==> src/hw/rtl/sorted_deadline_timer_pool_unit_assert.svh <==
// Assertion helpers for the timer pool.
`ifndef SORTED_DEADLINE_TIMER_POOL_UNIT_ASSERT_SVH
`define SORTED_DEADLINE_TIMER_POOL_UNIT_ASSERT_SVH

// Checked on every rising edge once reset is released.
`define SDTP_ASSERT(lbl, prop, msg) \
  lbl: assert property (@(posedge clk_i) disable iff (!rst_ni) prop) else $error(msg);

// Checked on every rising edge, reset included.
`define SDTP_ASSERT_ALWAYS(lbl, prop, msg) \
  lbl: assert property (@(posedge clk_i) prop) else $error(msg);

`endif

==> src/hw/rtl/sdtp_pkg.sv <==
package sdtp_pkg;

  // Default sizes and fixed widths.
  localparam int NumTimersDef = 32;
  localparam int NumQueuesDef = 16;
  localparam int MaxEvents    = 32;
  localparam int TimeW        = 32;
  localparam int DestW        = 4;
  localparam int RangeW       = 9;
  localparam logic [TimeW-1:0] NoDeadline = 32'hffff_ffff;

  // Command codes.
  typedef enum logic [2:0] {
    ModeTick  = 3'd0,
    ModeAlloc = 3'd1,
    ModeFree  = 3'd2,
    ModeBind  = 3'd3,
    ModeArm   = 3'd4
  } mode_e;

  typedef enum logic [1:0] {
    StatusOk       = 2'd0,
    StatusNoFree   = 2'd1,
    StatusBadState = 2'd2
  } status_e;

  typedef enum logic {
    KindReply = 1'b0,
    KindEvent = 1'b1
  } kind_e;

  // Sequencer states.
  typedef enum logic [3:0] {
    StIdle,
    StDispatch,
    StArmWalk,
    StArmPut,
    StFreeWalk,
    StTickHead,
    StTickExp,
    StTickCmp,
    StReply
  } state_e;

  typedef struct packed {
    logic [2:0]        mode;
    logic [4:0]        timer_id;
    logic [3:0]        dest_queue;
    logic signed [31:0] payload;
    logic [31:0]       delay;
  } in_beat_t;

  typedef struct packed {
    logic              kind;
    logic [1:0]        status;
    logic [4:0]        handle;
    logic [3:0]        dest_out;
    logic signed [31:0] data_out;
    logic              last;
  } out_beat_t;

endpackage

==> src/hw/rtl/sdtp_ram.sv <==
module sdtp_ram #(
  parameter int Width = 8,
  parameter int Depth = 32,
  localparam int AddrW = (Depth > 1) ? $clog2(Depth) : 1
) (
  input  logic             clk_i,
  input  logic             we_i,
  input  logic [AddrW-1:0] waddr_i,
  input  logic [Width-1:0] wdata_i,
  input  logic             re_i,
  input  logic [AddrW-1:0] raddr_i,
  output logic [Width-1:0] rdata_o
);

  logic [Width-1:0] mem_q [Depth];
  logic [Width-1:0] rdata_q;

  // One write port, one registered read port; read data holds without a read.
  always_ff @(posedge clk_i) begin
    if (we_i) begin
      mem_q[waddr_i] <= wdata_i;
    end
    if (re_i) begin
      rdata_q <= mem_q[raddr_i];
    end
  end

  assign rdata_o = rdata_q;

endmodule

==> src/hw/rtl/sorted_deadline_timer_pool_unit.sv <==
// A command is taken only in idle and decoded in the dispatch state; all but ticks and unknown modes are
// replied to once the output is not stalled. Arming an allocated timer into a non-empty list and freeing an
// armed timer first walk the list. One command at a time; a tick emits one event beat per fired timer, up to
// MaxEvents, then moves each remaining list entry to the front, entry by entry, via the list RAM's one read port.
// Reset: all timers free, list empty, tick count zero, next deadline all ones.
// The memories need no clearing pass; their contents are undefined until written.
module sorted_deadline_timer_pool_unit import sdtp_pkg::*; #(
  parameter int NumTimers = NumTimersDef,
  parameter int NumQueues = NumQueuesDef
) (
  input  logic      clk_i,
  input  logic      rst_ni,
  input  logic      in_valid_i,
  output logic      in_stall_o,
  input  in_beat_t  in_beat_i,
  output logic      out_valid_o,
  input  logic      out_stall_i,
  output out_beat_t out_beat_o
);

  localparam int IW = (NumTimers > 1) ? $clog2(NumTimers) : 1;
  localparam int CW = $clog2(NumTimers + 1);
  localparam int LW = IW + TimeW;
  localparam int DW = DestW + TimeW;

  state_e state_q, state_d;
  in_beat_t cmd_q, cmd_d;
  logic [TimeW-1:0] tick_q, tick_d;
  logic [TimeW-1:0] next_q, next_d;
  logic [TimeW-1:0] newdl_q, newdl_d;
  logic [CW-1:0] cnt_q, cnt_d;
  logic [CW-1:0] n_q, n_d;
  logic [CW-1:0] rp_q, rp_d;
  logic [CW-1:0] wp_q, wp_d;
  logic [CW-1:0] rem_q, rem_d;
  logic found_q, found_d;
  logic [IW-1:0] cur_id_q, cur_id_d;
  logic [NumTimers-1:0] alloc_q, alloc_d;
  logic [NumTimers-1:0] armed_q, armed_d;
  logic [1:0] rep_status_q, rep_status_d;
  logic [4:0] rep_handle_q, rep_handle_d;
  logic out_valid_q, out_valid_d;
  out_beat_t out_beat_q, out_beat_d;

  // Memory ports.
  logic lst_we, lst_re, dat_we, dat_re;
  logic [IW-1:0] lst_waddr, lst_raddr, dat_waddr, dat_raddr;
  logic [LW-1:0] lst_wdata, lst_rdata;
  logic [DW-1:0] dat_wdata, dat_rdata;

  // Shared decode.
  logic [IW-1:0] tid;
  logic id_ok, dq_ok, can_emit, tick_hit, e2exp, free_found;
  logic [IW-1:0] free_idx;
  logic [IW-1:0] lst_id;
  logic [TimeW-1:0] lst_dl, tick_inc, arm_dl;
  logic [CW-1:0] n1, rem_after;

  assign lst_id    = lst_rdata[LW-1:TimeW];
  assign lst_dl    = lst_rdata[TimeW-1:0];
  assign tid       = IW'(cmd_q.timer_id);
  assign id_ok     = RangeW'(cmd_q.timer_id) < RangeW'(NumTimers);
  assign dq_ok     = RangeW'(cmd_q.dest_queue) < RangeW'(NumQueues);
  assign can_emit  = !out_valid_q || !out_stall_i;
  assign tick_inc  = tick_q + TimeW'(1);
  assign arm_dl    = tick_q + cmd_q.delay;
  assign tick_hit  = (cnt_q != '0) && (next_q <= tick_inc);
  assign n1        = n_q + CW'(1);
  assign rem_after = cnt_q - n1;
  assign e2exp     = (n1 < cnt_q) && (int'(n1) < MaxEvents) && (lst_dl <= tick_q);

  // Lowest free timer.
  always_comb begin
    free_found = 1'b0;
    free_idx   = '0;
    for (int i = NumTimers - 1; i >= 0; i--) begin
      if (!alloc_q[i] && !armed_q[i]) begin
        free_found = 1'b1;
        free_idx   = IW'(i);
      end
    end
  end

  // Sorted list of {timer, deadline}.
  sdtp_ram #(.Width(LW), .Depth(NumTimers)) u_list_ram (
    .clk_i   (clk_i),
    .we_i    (lst_we),
    .waddr_i (lst_waddr),
    .wdata_i (lst_wdata),
    .re_i    (lst_re),
    .raddr_i (lst_raddr),
    .rdata_o (lst_rdata)
  );

  // Per-timer destination and payload.
  sdtp_ram #(.Width(DW), .Depth(NumTimers)) u_data_ram (
    .clk_i   (clk_i),
    .we_i    (dat_we),
    .waddr_i (dat_waddr),
    .wdata_i (dat_wdata),
    .re_i    (dat_re),
    .raddr_i (dat_raddr),
    .rdata_o (dat_rdata)
  );

  // Next state.
  always_comb begin
    state_d = state_q;
    unique case (state_q)
      StIdle: begin
        if (in_valid_i) state_d = StDispatch;
      end
      StDispatch: begin
        unique case (cmd_q.mode)
          ModeTick:  state_d = tick_hit ? StTickHead : StIdle;
          ModeAlloc, ModeBind: state_d = StReply;
          ModeFree:  state_d = (id_ok && armed_q[tid]) ? StFreeWalk : StReply;
          ModeArm: begin
            state_d = (id_ok && alloc_q[tid] && cnt_q != '0) ? StArmWalk : StReply;
          end
          default:   state_d = StIdle;
        endcase
      end
      StArmWalk: begin
        if (lst_dl >= newdl_q) begin
          if (wp_q == CW'(1)) state_d = StArmPut;
        end else begin
          state_d = StReply;
        end
      end
      StArmPut:   state_d = StReply;
      StFreeWalk: begin
        if (rp_q == cnt_q) state_d = StReply;
      end
      StTickHead: state_d = StTickExp;
      StTickExp: begin
        if (can_emit && !e2exp) state_d = (rem_after == '0) ? StIdle : StTickCmp;
      end
      StTickCmp: begin
        if (wp_q + CW'(1) == rem_q) state_d = StIdle;
      end
      StReply: begin
        if (can_emit) state_d = StIdle;
      end
      default: state_d = StIdle;
    endcase
  end

  // Datapath and memory control.
  always_comb begin
    cmd_d        = cmd_q;
    tick_d       = tick_q;
    next_d       = next_q;
    newdl_d      = newdl_q;
    cnt_d        = cnt_q;
    n_d          = n_q;
    rp_d         = rp_q;
    wp_d         = wp_q;
    rem_d        = rem_q;
    found_d      = found_q;
    cur_id_d     = cur_id_q;
    alloc_d      = alloc_q;
    armed_d      = armed_q;
    rep_status_d = rep_status_q;
    rep_handle_d = rep_handle_q;
    out_valid_d  = out_valid_q && out_stall_i;
    out_beat_d   = out_beat_q;
    lst_we = 1'b0; lst_waddr = '0; lst_wdata = lst_rdata;
    lst_re = 1'b0; lst_raddr = '0;
    dat_we = 1'b0; dat_waddr = tid; dat_wdata = {cmd_q.dest_queue, cmd_q.payload};
    dat_re = 1'b0; dat_raddr = lst_id;

    unique case (state_q)
      StIdle: begin
        if (in_valid_i) cmd_d = in_beat_i;
      end
      StDispatch: begin
        rep_status_d = StatusOk;
        rep_handle_d = '0;
        unique case (cmd_q.mode)
          ModeTick: begin
            tick_d = tick_inc;
            if (tick_hit) begin
              lst_re    = 1'b1;
              lst_raddr = '0;
            end
          end
          ModeAlloc: begin
            if (free_found) begin
              alloc_d[free_idx] = 1'b1;
              rep_handle_d      = 5'(free_idx);
            end else begin
              rep_status_d = StatusNoFree;
            end
          end
          ModeFree: begin
            if (!id_ok) begin
              rep_status_d = StatusBadState;
            end else begin
              if (armed_q[tid]) begin
                lst_re    = 1'b1;
                lst_raddr = '0;
                rp_d      = CW'(1);
                found_d   = 1'b0;
              end
              alloc_d[tid] = 1'b0;
              armed_d[tid] = 1'b0;
            end
          end
          ModeBind: begin
            if (id_ok && dq_ok) dat_we = 1'b1;
            else rep_status_d = StatusBadState;
          end
          ModeArm: begin
            if (id_ok && alloc_q[tid]) begin
              alloc_d[tid] = 1'b0;
              armed_d[tid] = 1'b1;
              newdl_d      = arm_dl;
              if (cnt_q == '0) begin
                lst_we    = 1'b1;
                lst_waddr = '0;
                lst_wdata = {tid, arm_dl};
                next_d    = arm_dl;
                cnt_d     = CW'(1);
              end else begin
                lst_re    = 1'b1;
                lst_raddr = IW'(cnt_q - CW'(1));
                wp_d      = cnt_q;
              end
            end else begin
              rep_status_d = StatusBadState;
            end
          end
          default: ;
        endcase
      end
      // Walk from the tail, shifting entries not earlier than the new deadline.
      StArmWalk: begin
        lst_we    = 1'b1;
        lst_waddr = IW'(wp_q);
        if (lst_dl >= newdl_q) begin
          lst_wdata = lst_rdata;
          if (wp_q != CW'(1)) begin
            lst_re    = 1'b1;
            lst_raddr = IW'(wp_q - CW'(2));
            wp_d      = wp_q - CW'(1);
          end
        end else begin
          lst_wdata = {tid, newdl_q};
          cnt_d     = cnt_q + CW'(1);
        end
      end
      StArmPut: begin
        lst_we    = 1'b1;
        lst_waddr = '0;
        lst_wdata = {tid, newdl_q};
        next_d    = newdl_q;
        cnt_d     = cnt_q + CW'(1);
      end
      // Walk from the head; once the timer is found, pull each later entry up by one.
      StFreeWalk: begin
        if (found_q) begin
          lst_we    = 1'b1;
          lst_waddr = IW'(rp_q - CW'(2));
          lst_wdata = lst_rdata;
          if (rp_q == CW'(2)) next_d = lst_dl;
        end else if (lst_id == tid) begin
          found_d = 1'b1;
          if (rp_q == CW'(1)) next_d = NoDeadline;
        end
        if (rp_q == cnt_q) begin
          cnt_d = cnt_q - CW'(1);
        end else begin
          lst_re    = 1'b1;
          lst_raddr = IW'(rp_q);
          rp_d      = rp_q + CW'(1);
        end
      end
      StTickHead: begin
        cur_id_d  = lst_id;
        dat_re    = 1'b1;
        dat_raddr = lst_id;
        lst_re    = 1'b1;
        lst_raddr = IW'(CW'(1));
        n_d       = '0;
      end
      // One event a beat; the next list entry is already read to set last.
      StTickExp: begin
        if (can_emit) begin
          out_valid_d         = 1'b1;
          out_beat_d.kind     = KindEvent;
          out_beat_d.status   = StatusOk;
          out_beat_d.handle   = 5'(cur_id_q);
          out_beat_d.dest_out = dat_rdata[DW-1:TimeW];
          out_beat_d.data_out = dat_rdata[TimeW-1:0];
          out_beat_d.last     = !e2exp;
          alloc_d[cur_id_q]   = 1'b1;
          armed_d[cur_id_q]   = 1'b0;
          n_d                 = n1;
          if (e2exp) begin
            cur_id_d  = lst_id;
            dat_re    = 1'b1;
            dat_raddr = lst_id;
            lst_re    = 1'b1;
            lst_raddr = IW'(n_q + CW'(2));
          end else if (rem_after == '0) begin
            cnt_d  = '0;
            next_d = NoDeadline;
          end else begin
            lst_re    = 1'b1;
            lst_raddr = IW'(n1);
            rp_d      = n1 + CW'(1);
            wp_d      = '0;
            rem_d     = rem_after;
          end
        end
      end
      // Move the surviving entries to the front.
      StTickCmp: begin
        lst_we    = 1'b1;
        lst_waddr = IW'(wp_q);
        lst_wdata = lst_rdata;
        if (wp_q == '0) next_d = lst_dl;
        if (wp_q + CW'(1) == rem_q) begin
          cnt_d = rem_q;
        end else begin
          lst_re    = 1'b1;
          lst_raddr = IW'(rp_q);
          rp_d      = rp_q + CW'(1);
          wp_d      = wp_q + CW'(1);
        end
      end
      StReply: begin
        if (can_emit) begin
          out_valid_d         = 1'b1;
          out_beat_d.kind     = KindReply;
          out_beat_d.status   = rep_status_q;
          out_beat_d.handle   = rep_handle_q;
          out_beat_d.dest_out = '0;
          out_beat_d.data_out = '0;
          out_beat_d.last     = 1'b1;
        end
      end
      default: ;
    endcase
  end

  // Control registers.
  always_ff @(posedge clk_i or negedge rst_ni) begin
    if (!rst_ni) begin
      state_q     <= StIdle;
      tick_q      <= '0;
      next_q      <= NoDeadline;
      cnt_q       <= '0;
      alloc_q     <= '0;
      armed_q     <= '0;
      out_valid_q <= 1'b0;
    end else begin
      state_q     <= state_d;
      tick_q      <= tick_d;
      next_q      <= next_d;
      cnt_q       <= cnt_d;
      alloc_q     <= alloc_d;
      armed_q     <= armed_d;
      out_valid_q <= out_valid_d;
    end
  end

  // Working registers.
  always_ff @(posedge clk_i) begin
    cmd_q        <= cmd_d;
    newdl_q      <= newdl_d;
    n_q          <= n_d;
    rp_q         <= rp_d;
    wp_q         <= wp_d;
    rem_q        <= rem_d;
    found_q      <= found_d;
    cur_id_q     <= cur_id_d;
    rep_status_q <= rep_status_d;
    rep_handle_q <= rep_handle_d;
    out_beat_q   <= out_beat_d;
  end

  assign in_stall_o  = (state_q != StIdle);
  assign out_valid_o = out_valid_q;
  assign out_beat_o  = out_beat_q;

`include "sorted_deadline_timer_pool_unit_assert.svh"

  // Armed bits and list length agree between commands.
  `SDTP_ASSERT(a_armed_cnt, (state_q == StIdle) |-> ($countones(armed_q) == int'(cnt_q)), "armed count mismatch")
  // A timer is never both allocated and armed; the state bits are only defined out of reset.
  `SDTP_ASSERT_ALWAYS(a_state_excl, (!rst_ni || ((alloc_q & armed_q) == '0)), "timer both allocated and armed")
  // An empty list carries no deadline.
  `SDTP_ASSERT(a_empty_next, (state_q == StIdle && cnt_q == '0) |-> (next_q == NoDeadline), "stale next deadline")

endmodule

==> config.mk <==
export PLATFORM = sky130hd
export DESIGN_NAME = sorted_deadline_timer_pool_unit
export DESIGN_NICKNAME = d
export VERILOG_FILES = /design/src/hw/rtl/sdtp_pkg.sv /design/src/hw/rtl/sdtp_ram.sv /design/src/hw/rtl/sorted_deadline_timer_pool_unit.sv
export VERILOG_INCLUDE_DIRS = /design/src /design/src/hw/rtl
export SDC_FILE = /design/constraint.sdc
export NUM_CORES = 2
export LEC_CHECK = 0
export BUFFER_PORTS_ARGS = -buffer_cell sky130_fd_sc_hd__clkbuf_2
export CAP_MARGIN = 20
export CORE_MARGIN = 3
export CORE_UTILIZATION = 36
export CTS_CLUSTER_SIZE = 30
export DETAILED_ROUTE_END_ITERATION = 8
export GPL_TIMING_DRIVEN = 0
export PLACE_DENSITY = 0.49
export SKIP_CTS_REPAIR_TIMING = 1
export SLEW_MARGIN = 20
export SYNTH_ARGS = -nofsm -noshare
export SYNTH_HDL_FRONTEND = slang
export SYNTH_SLANG_ARGS = --single-unit
==> constraint.sdc <==
create_clock -name clk_i -period 19.6 [get_ports clk_i]
set_input_delay 1.96 -clock clk_i [delete_from_list [all_inputs] [get_ports clk_i]]
set_output_delay 1.96 -clock clk_i [all_outputs]
set_load 0.01 [all_outputs]
Word level (Yosys, flattened, before mapping)
Memory sizes are Yosys's and may differ from the RTL's. A register that Yosys moved wholly into a read port is not among the register bits. Cells that the tools add are included.

Register bits after elaboration: 329. Bits in latches: 0. RAM bits: 2336. Memory bits (read-only): 0. Bits of input ports: 80. Output and inout bits: 47. Logic and storage cells: 455. Memories: 2.

$add $sub $neg: 13. Multipliers: 0. Divide/modulo/power cells: 0. Magnitude comparators: 11. Equal/unequal tests: 49. Shifts and indexed selects: 0. Multiplexer cells: 199. Bitwise logic cells: 10. Reduce and logical (&&, ||, !) cells: 144.

Memories: u_list_ram.mem_q (depth 32, bits a word 37, rd ports 1, clocked after memory_dff 1, write ports 1, RTL line sdtp_ram.sv:15) `logic [Width-1:0] mem_q [Depth];`; u_data_ram.mem_q (depth 32, bits a word 36, rd ports 1, clocked after memory_dff 1, write ports 1, RTL line sdtp_ram.sv:15).

Operator list (number): 2-to-1 mux 32 bit (16); 2-to-1 mux 5 bit (45); case mux 32 bit (2 select lines) (3); case mux 32 bit (5 select lines) (1); 2-to-1 mux 6 bit (26); 2-to-1 mux 37 bit (4); case mux 37 bit (3 select lines) (1); bitwise AND 32 bit (3); OR 32 bit (3); case mux 32 bit (3 select lines) (1); 2-to-1 mux 45 bit (2); case mux 45 bit (2 select lines) (1); zero test 1 bit (67); 2-to-1 mux 1 bit (67); <= comparator 32 bit (2); NOT 32 bit (2); case mux 6 bit (4 select lines) (2); inequality test 2 bit, second input constant (21); logical AND 1 bit (41); 2-to-1 mux 4 bit (9); case mux 4 bit (9 select lines) (1); case mux 6 bit (6 select lines) (1); adder 32 x 1 -> 32 bit, second input constant (1); adder 32 bit (1); 57 further kinds (105).

Depth between registers and ports, before layout
Depth after elaboration: 42. Depth in mapped cells: 20. Depth with buffers taken out: 20.

Modules after synthesis
From an unflattened synthesis, not the netlist that was laid out.

Cell total of the unflattened synthesis: 7402. Area, all modules: 114741.3 sq um.

By module, submodules not included: sdtp_ram at u_list_ram (times used 1, cells an instance 2605, area an instance 47217.8 sq um, seq. area each 36665.2 sq um); sdtp_ram at u_data_ram (times used 1, cells an instance 2536, area an instance 45930.3 sq um, seq. area each 35674.2 sq um); sorted_deadline_timer_pool_unit (times used 1, cells an instance 2261, area an instance 21593.2 sq um, seq. area each 9223.8 sq um).

Worst setup path after synthesis
No wires, ideal clock.

Path kind: reg2reg. From: reg tick_q[1]. To: reg u_list_ram.rdata_q[0], in the netlist u_list_ram.rdata_o[0], read port of u_list_ram.mem_q (enable). Setup time: 0.442 ns. Arrival: 5.949 ns. Required time: 19.158 ns. Setup slack: 13.209 ns. Stages on the path, launching flop included: 20. Path buffers: 0. Period minus slack after synthesis: 6.391 ns. Path through: dfrtp_1 > ha_1 > and3_1 > and3_1 > nand3_1 > nor3_1 > nand3_1 > or3_1 > nor3_1 > nand3_1 > or3_1 > xnor2_1 > ha_1 > nor2b_1 > o21ai_0 > o211ai_1 > or3_1 > nand3_1 > a21oi_1 > o211ai_1.

Cells in the longest elaborated chain, start to end: 6. Elaborated cells on any way between the ends: 13. Those cells by class: add/sub: 1; order compare: 2; mux: 8; reduce/logical: 2.

Ends and longest elaborated chain: start: declaration (RTL line sorted_deadline_timer_pool_unit.sv:28) `logic [TimeW-1:0] tick_q, tick_d;`; start signal: assignment (RTL line sorted_deadline_timer_pool_unit.sv:360) `tick_q <= tick_d;`; adder 32 x 1 -> 32 bit (RTL line sorted_deadline_timer_pool_unit.sv:65) `assign tick_inc = tick_q + TimeW'(1);`; <= comparator 32 bit (RTL line sorted_deadline_timer_pool_unit.sv:67) `assign tick_hit = (cnt_q != '0) && (next_q <= tick_inc);`; logical AND 1 bit (RTL line sorted_deadline_timer_pool_unit.sv:67); 2-to-1 mux 1 bit (RTL line sorted_deadline_timer_pool_unit.sv:183) `if (tick_hit) begin`; case mux 1 bit (3 select lines) (RTL line sorted_deadline_timer_pool_unit.sv:180) `unique case (cmd_q.mode)`; case mux 1 bit (6 select lines) (*) (RTL line sorted_deadline_timer_pool_unit.sv:173) `unique case (state_q)`; via lst_re (RTL line sorted_deadline_timer_pool_unit.sv:46) `logic lst_we, lst_re, dat_we, dat_re;`; end: declaration (RTL line sdtp_ram.sv:16) `logic [Width-1:0] rdata_q;`.

The timed path passes the listed nets; every way through them passes the cells marked *. A chain may end at the register's enable or synchronous reset.

Final worst setup path
From: reg n_q[0]. To: reg u_list_ram.rdata_q[19], in the netlist u_list_ram.rdata_o[19], read port of u_list_ram.mem_q (data pin).

Cells in the longest elaborated chain, start to end: 7. Elaborated cells on any way between the ends: 16. Those cells by class: add/sub: 3; order compare: 2; mux: 8; reduce/logical: 3.

Ends and longest elaborated chain: start: declaration (RTL line sorted_deadline_timer_pool_unit.sv:32) `logic [CW-1:0] n_q, n_d;`; start signal: assignment (RTL line sorted_deadline_timer_pool_unit.sv:373) `n_q <= n_d;`; adder 6 x 1 -> 6 bit (*) (RTL line sorted_deadline_timer_pool_unit.sv:68) `assign n1 = n_q + CW'(1);`; subtractor 6 bit (*) (RTL line sorted_deadline_timer_pool_unit.sv:69) `assign rem_after = cnt_q - n1;`; via rem_after[5] (RTL line sorted_deadline_timer_pool_unit.sv:57) `logic [CW-1:0] n1, rem_after;`; zero test 6 bit (*) (RTL line sorted_deadline_timer_pool_unit.sv:306) `end else if (rem_after == '0) begin`; 2-to-1 mux 5 bit or 2-to-1 mux 1 bit (tied branches) (RTL line sorted_deadline_timer_pool_unit.sv:306); 2-to-1 mux 5 bit or 2-to-1 mux 1 bit (tied branches) (RTL line sorted_deadline_timer_pool_unit.sv:300) `if (e2exp) begin`; 2-to-1 mux 5 bit or 2-to-1 mux 1 bit (tied branches) (RTL line sorted_deadline_timer_pool_unit.sv:289) `if (can_emit) begin`; case mux 5 bit (6 select lines) or case mux 1 bit (6 select lines) (tied branches) (RTL line sorted_deadline_timer_pool_unit.sv:173).

Marked as above.

==> metrics.cfg <==
[setup_path]
crit_slowest_cell=nor4_2
cp_data_arrival_time_ps=8220
startpoint_type=flop
path_max_fanout=11
crit_chain=ha_1, xor2_1, inv_1, ha_1, o21a_1, o31a_1, or4b_1, nand3_1, o21ai_1, a211oi_1, or4_1, buf_2, clkbuf_1, clkbuf_1, nand2_1, nand4_1, o2111ai_1, nor4_2
crit_type=reg2reg
worst_path_dominant_cell_family=buffers and inverters
cp_slowest_stage_delay_ps=1000
crit_buf_inv=4
crit_path_end_kind=flop
required_ps=20150

[global_routing]
grt_usage=0.232
grt_max_degree=61
antenna_found_initial=20
grt_pass1_wl_mm=534
grt_pass1_vias=69300
overflow=0

[timing]
setup_violations=0
setup-tns-final_ps=0
period_needed_ps=7670
drv_slew=0
slew_headroom=0.202
fin_skew_ps=47.2
hold_viol=0
worstMarginPinSlew_ps=1200
max_freq_mhz=130
rsz0062_at_grt=no
timing.final.crit_share=0.391

[place]
routabilityCongestion=0.903
hpwl_mm=270
port_buffers=126

[yosys]
synthAdderAreaFrac=0.0166
yosys-top-cells-count=2599 x edfxtp_1, 1198 x nand2_1, 670 x nor2_1
netlist_instances=7451
muxShareOfSynthArea=0.0796
ys_warn_count=0
synth_flop_cell=edfxtp_1
synth_top_area_cell=edfxtp_1
yosysMostFrequentCell=edfxtp_1
synth_compound_area_frac=0.0485
async_flop_share=0.0508
synthSimpleGateAreaFrac=0.106
synth_top_area_share=0.689
synth_top_family_by_area=simple AND/OR/NAND/NOR gates
synth_seq_cells=2738
synthXorXnorAreaFrac=0.0101
synth_edf_count=2599
syn_area_per_cell_um2=15.2
synth-seq-area-share=0.720
yosys.cell_types.count=84
synth_nets=7680
synth_area_leaders=edfxtp_1 69%, mux4_2 7.3%, nand2_1 4.0%
syn-cell-area_um2=113000

[floorplan]
initial_core_util=0.362
dieArea_um2=321000
die_h_um=567
die_w_um=567
ios=127
num_rows=205
core_um2=312000

[clocking]
cts_max_level=5
cts_tree=yes
insertion_delay_ps=890
cts_sinks=2738
cts-root-buf=clkbuf_16
cts_buffers=303
clkSlewWorstSetupHoldPaths_ps=60
cts_buffer_depth=4

[run_status]
run_status=complete, no violations

[drt]
drtPass1Iterations=6
vias_per_cell=5.69
drtIter0Drc=8913
drc=0
antenna_left=0
wirelength_mm=381
num_vias=70900
avgRoutedWirePerCell_um=30.5

[final_layout]
num-nets-final=8311
fin_util=0.427
area_delta_synth_final_pct=17.7
layout-drive-gt1-share=0.175

[run]
cap_violations=0

[power_and_ir_drop]
leakage_nw=43.5
power.density_nw_per_um2=162
vdd_drop_max_v=0.0000907

[worst_hold_path]
hold_path_class=reg2reg

## layer usage
metal,part of all wire,GRT usage
met1,0.44,0.340
met2,0.45,0.360
met3,0.080,0.0389
met4,0.026,0.0561
met5,0,0
## through the flow
stage	cells	instance area, µm²	setup WS, ps	power, mW	hold slack, ps
2_1_floorplan	7451	113000	13210	12.1	454
6_report	12500	133000	11930	21.6	485
3_5_place_dp	11900	123000	11650	16.0	475
4_1_cts	12500	133000	12210	21.7	485
5_1_grt	12500	133000	11670	22.5	497
3_3_place_gp	11700	119000	9050	15.6	474
## layout make-up
cell class	instances	area, µm²
plain buffers	427	1750
diodes	8	20.0
clock inverters	171	1580
clock buffers	373	8090
inverters	105	395
multi-input cells	4181	30400
repair buffers	326	4330
flip-flops and latches	2738	81600
well taps	4140	5180
fillers	28100	179000
## worst min-delay path, cell delays in order (launching register included)
cell and delay, ps:
dfstp_2 370, nand2_1 40, o21ai_0 60
## registers in the layout (all words and copies together), names as in the netlist, named ones only
name	count
rp_q	6
rem_q	6
cur_id_q	5
u_list_ram.mem_q	1184
u_data_ram.mem_q	1152
newdl_q	32
u_list_ram.rdata_o	37
u_data_ram.rdata_o	36
next_q	32
wp_q	6
alloc_q	32
cnt_q	6
n_q	6
cmd_q	71
dat_waddr	5
rep_handle_q	5
rep_status_q	2
state_q	4
out_beat_o	45
out_valid_o	1
found_q	1
tick_q	32
## final timing paths
path / cells past startpoint / startpoint / slack [ps] / endpoint
worst max-delay path: 18 / n_q[0]$_SDFFCE_PN0P_ / 11930 / u_list_ram.rdata_o[19]$_DFFE_PP_
worst min register to register: 2 / next_q[6]$_DFFE_PN1P_ / 490 / next_q[6]$_DFFE_PN1P_
max in group asynchronous: 3 / rst_ni / 17580 / asynchronous set/reset pin
worst max register to register: 18 / n_q[0]$_SDFFCE_PN0P_ / 11930 / u_list_ram.rdata_o[19]$_DFFE_PP_
worst min-delay path: 2 / next_q[6]$_DFFE_PN1P_ / 490 / next_q[6]$_DFFE_PN1P_
min in group asynchronous: 1 / rst_ni / 1000 / tick_q[13]$_DFFE_PN0P_
## kinds of logic (layout without fill, tap and decap cells)
group                      count (synthesis)  in the layout
DFF                                     2738           2738
and+or+nand+nor                         2681           2681
AOI/OAI and AO/OA                        787            787
buffers and inverters                    532           1402
muxes                                    433            433
adders and majority gates                149            149
xor gates and xnor gates                 131            131
other                                      0              8
## layout by cell type, fill, tap and decap left out, drive strengths merged, types with 107 or more instances in the layout
| cell | instances |
|---|---|
| dfrtp | 107 |
| buf | 334 |
| ha | 147 |
| inv | 115 |
| nor2 | 670 |
| o2111ai | 144 |
| edfxtp | 2599 |
| mux4 | 368 |
| a21oi | 120 |
| clkinv | 129 |
| nand4 | 486 |
| o21ai | 195 |
| clkbuf | 792 |
| nand2 | 1199 |
## power breakdown
group	leakage, nW	internal (mW)	switching (mW)
clock	4.74	3.27	2.36
sequential	25.1	7.74	0.345
combinational	13.7	2.27	5.66
Note: power is estimated with default switching activity, not from simulation.
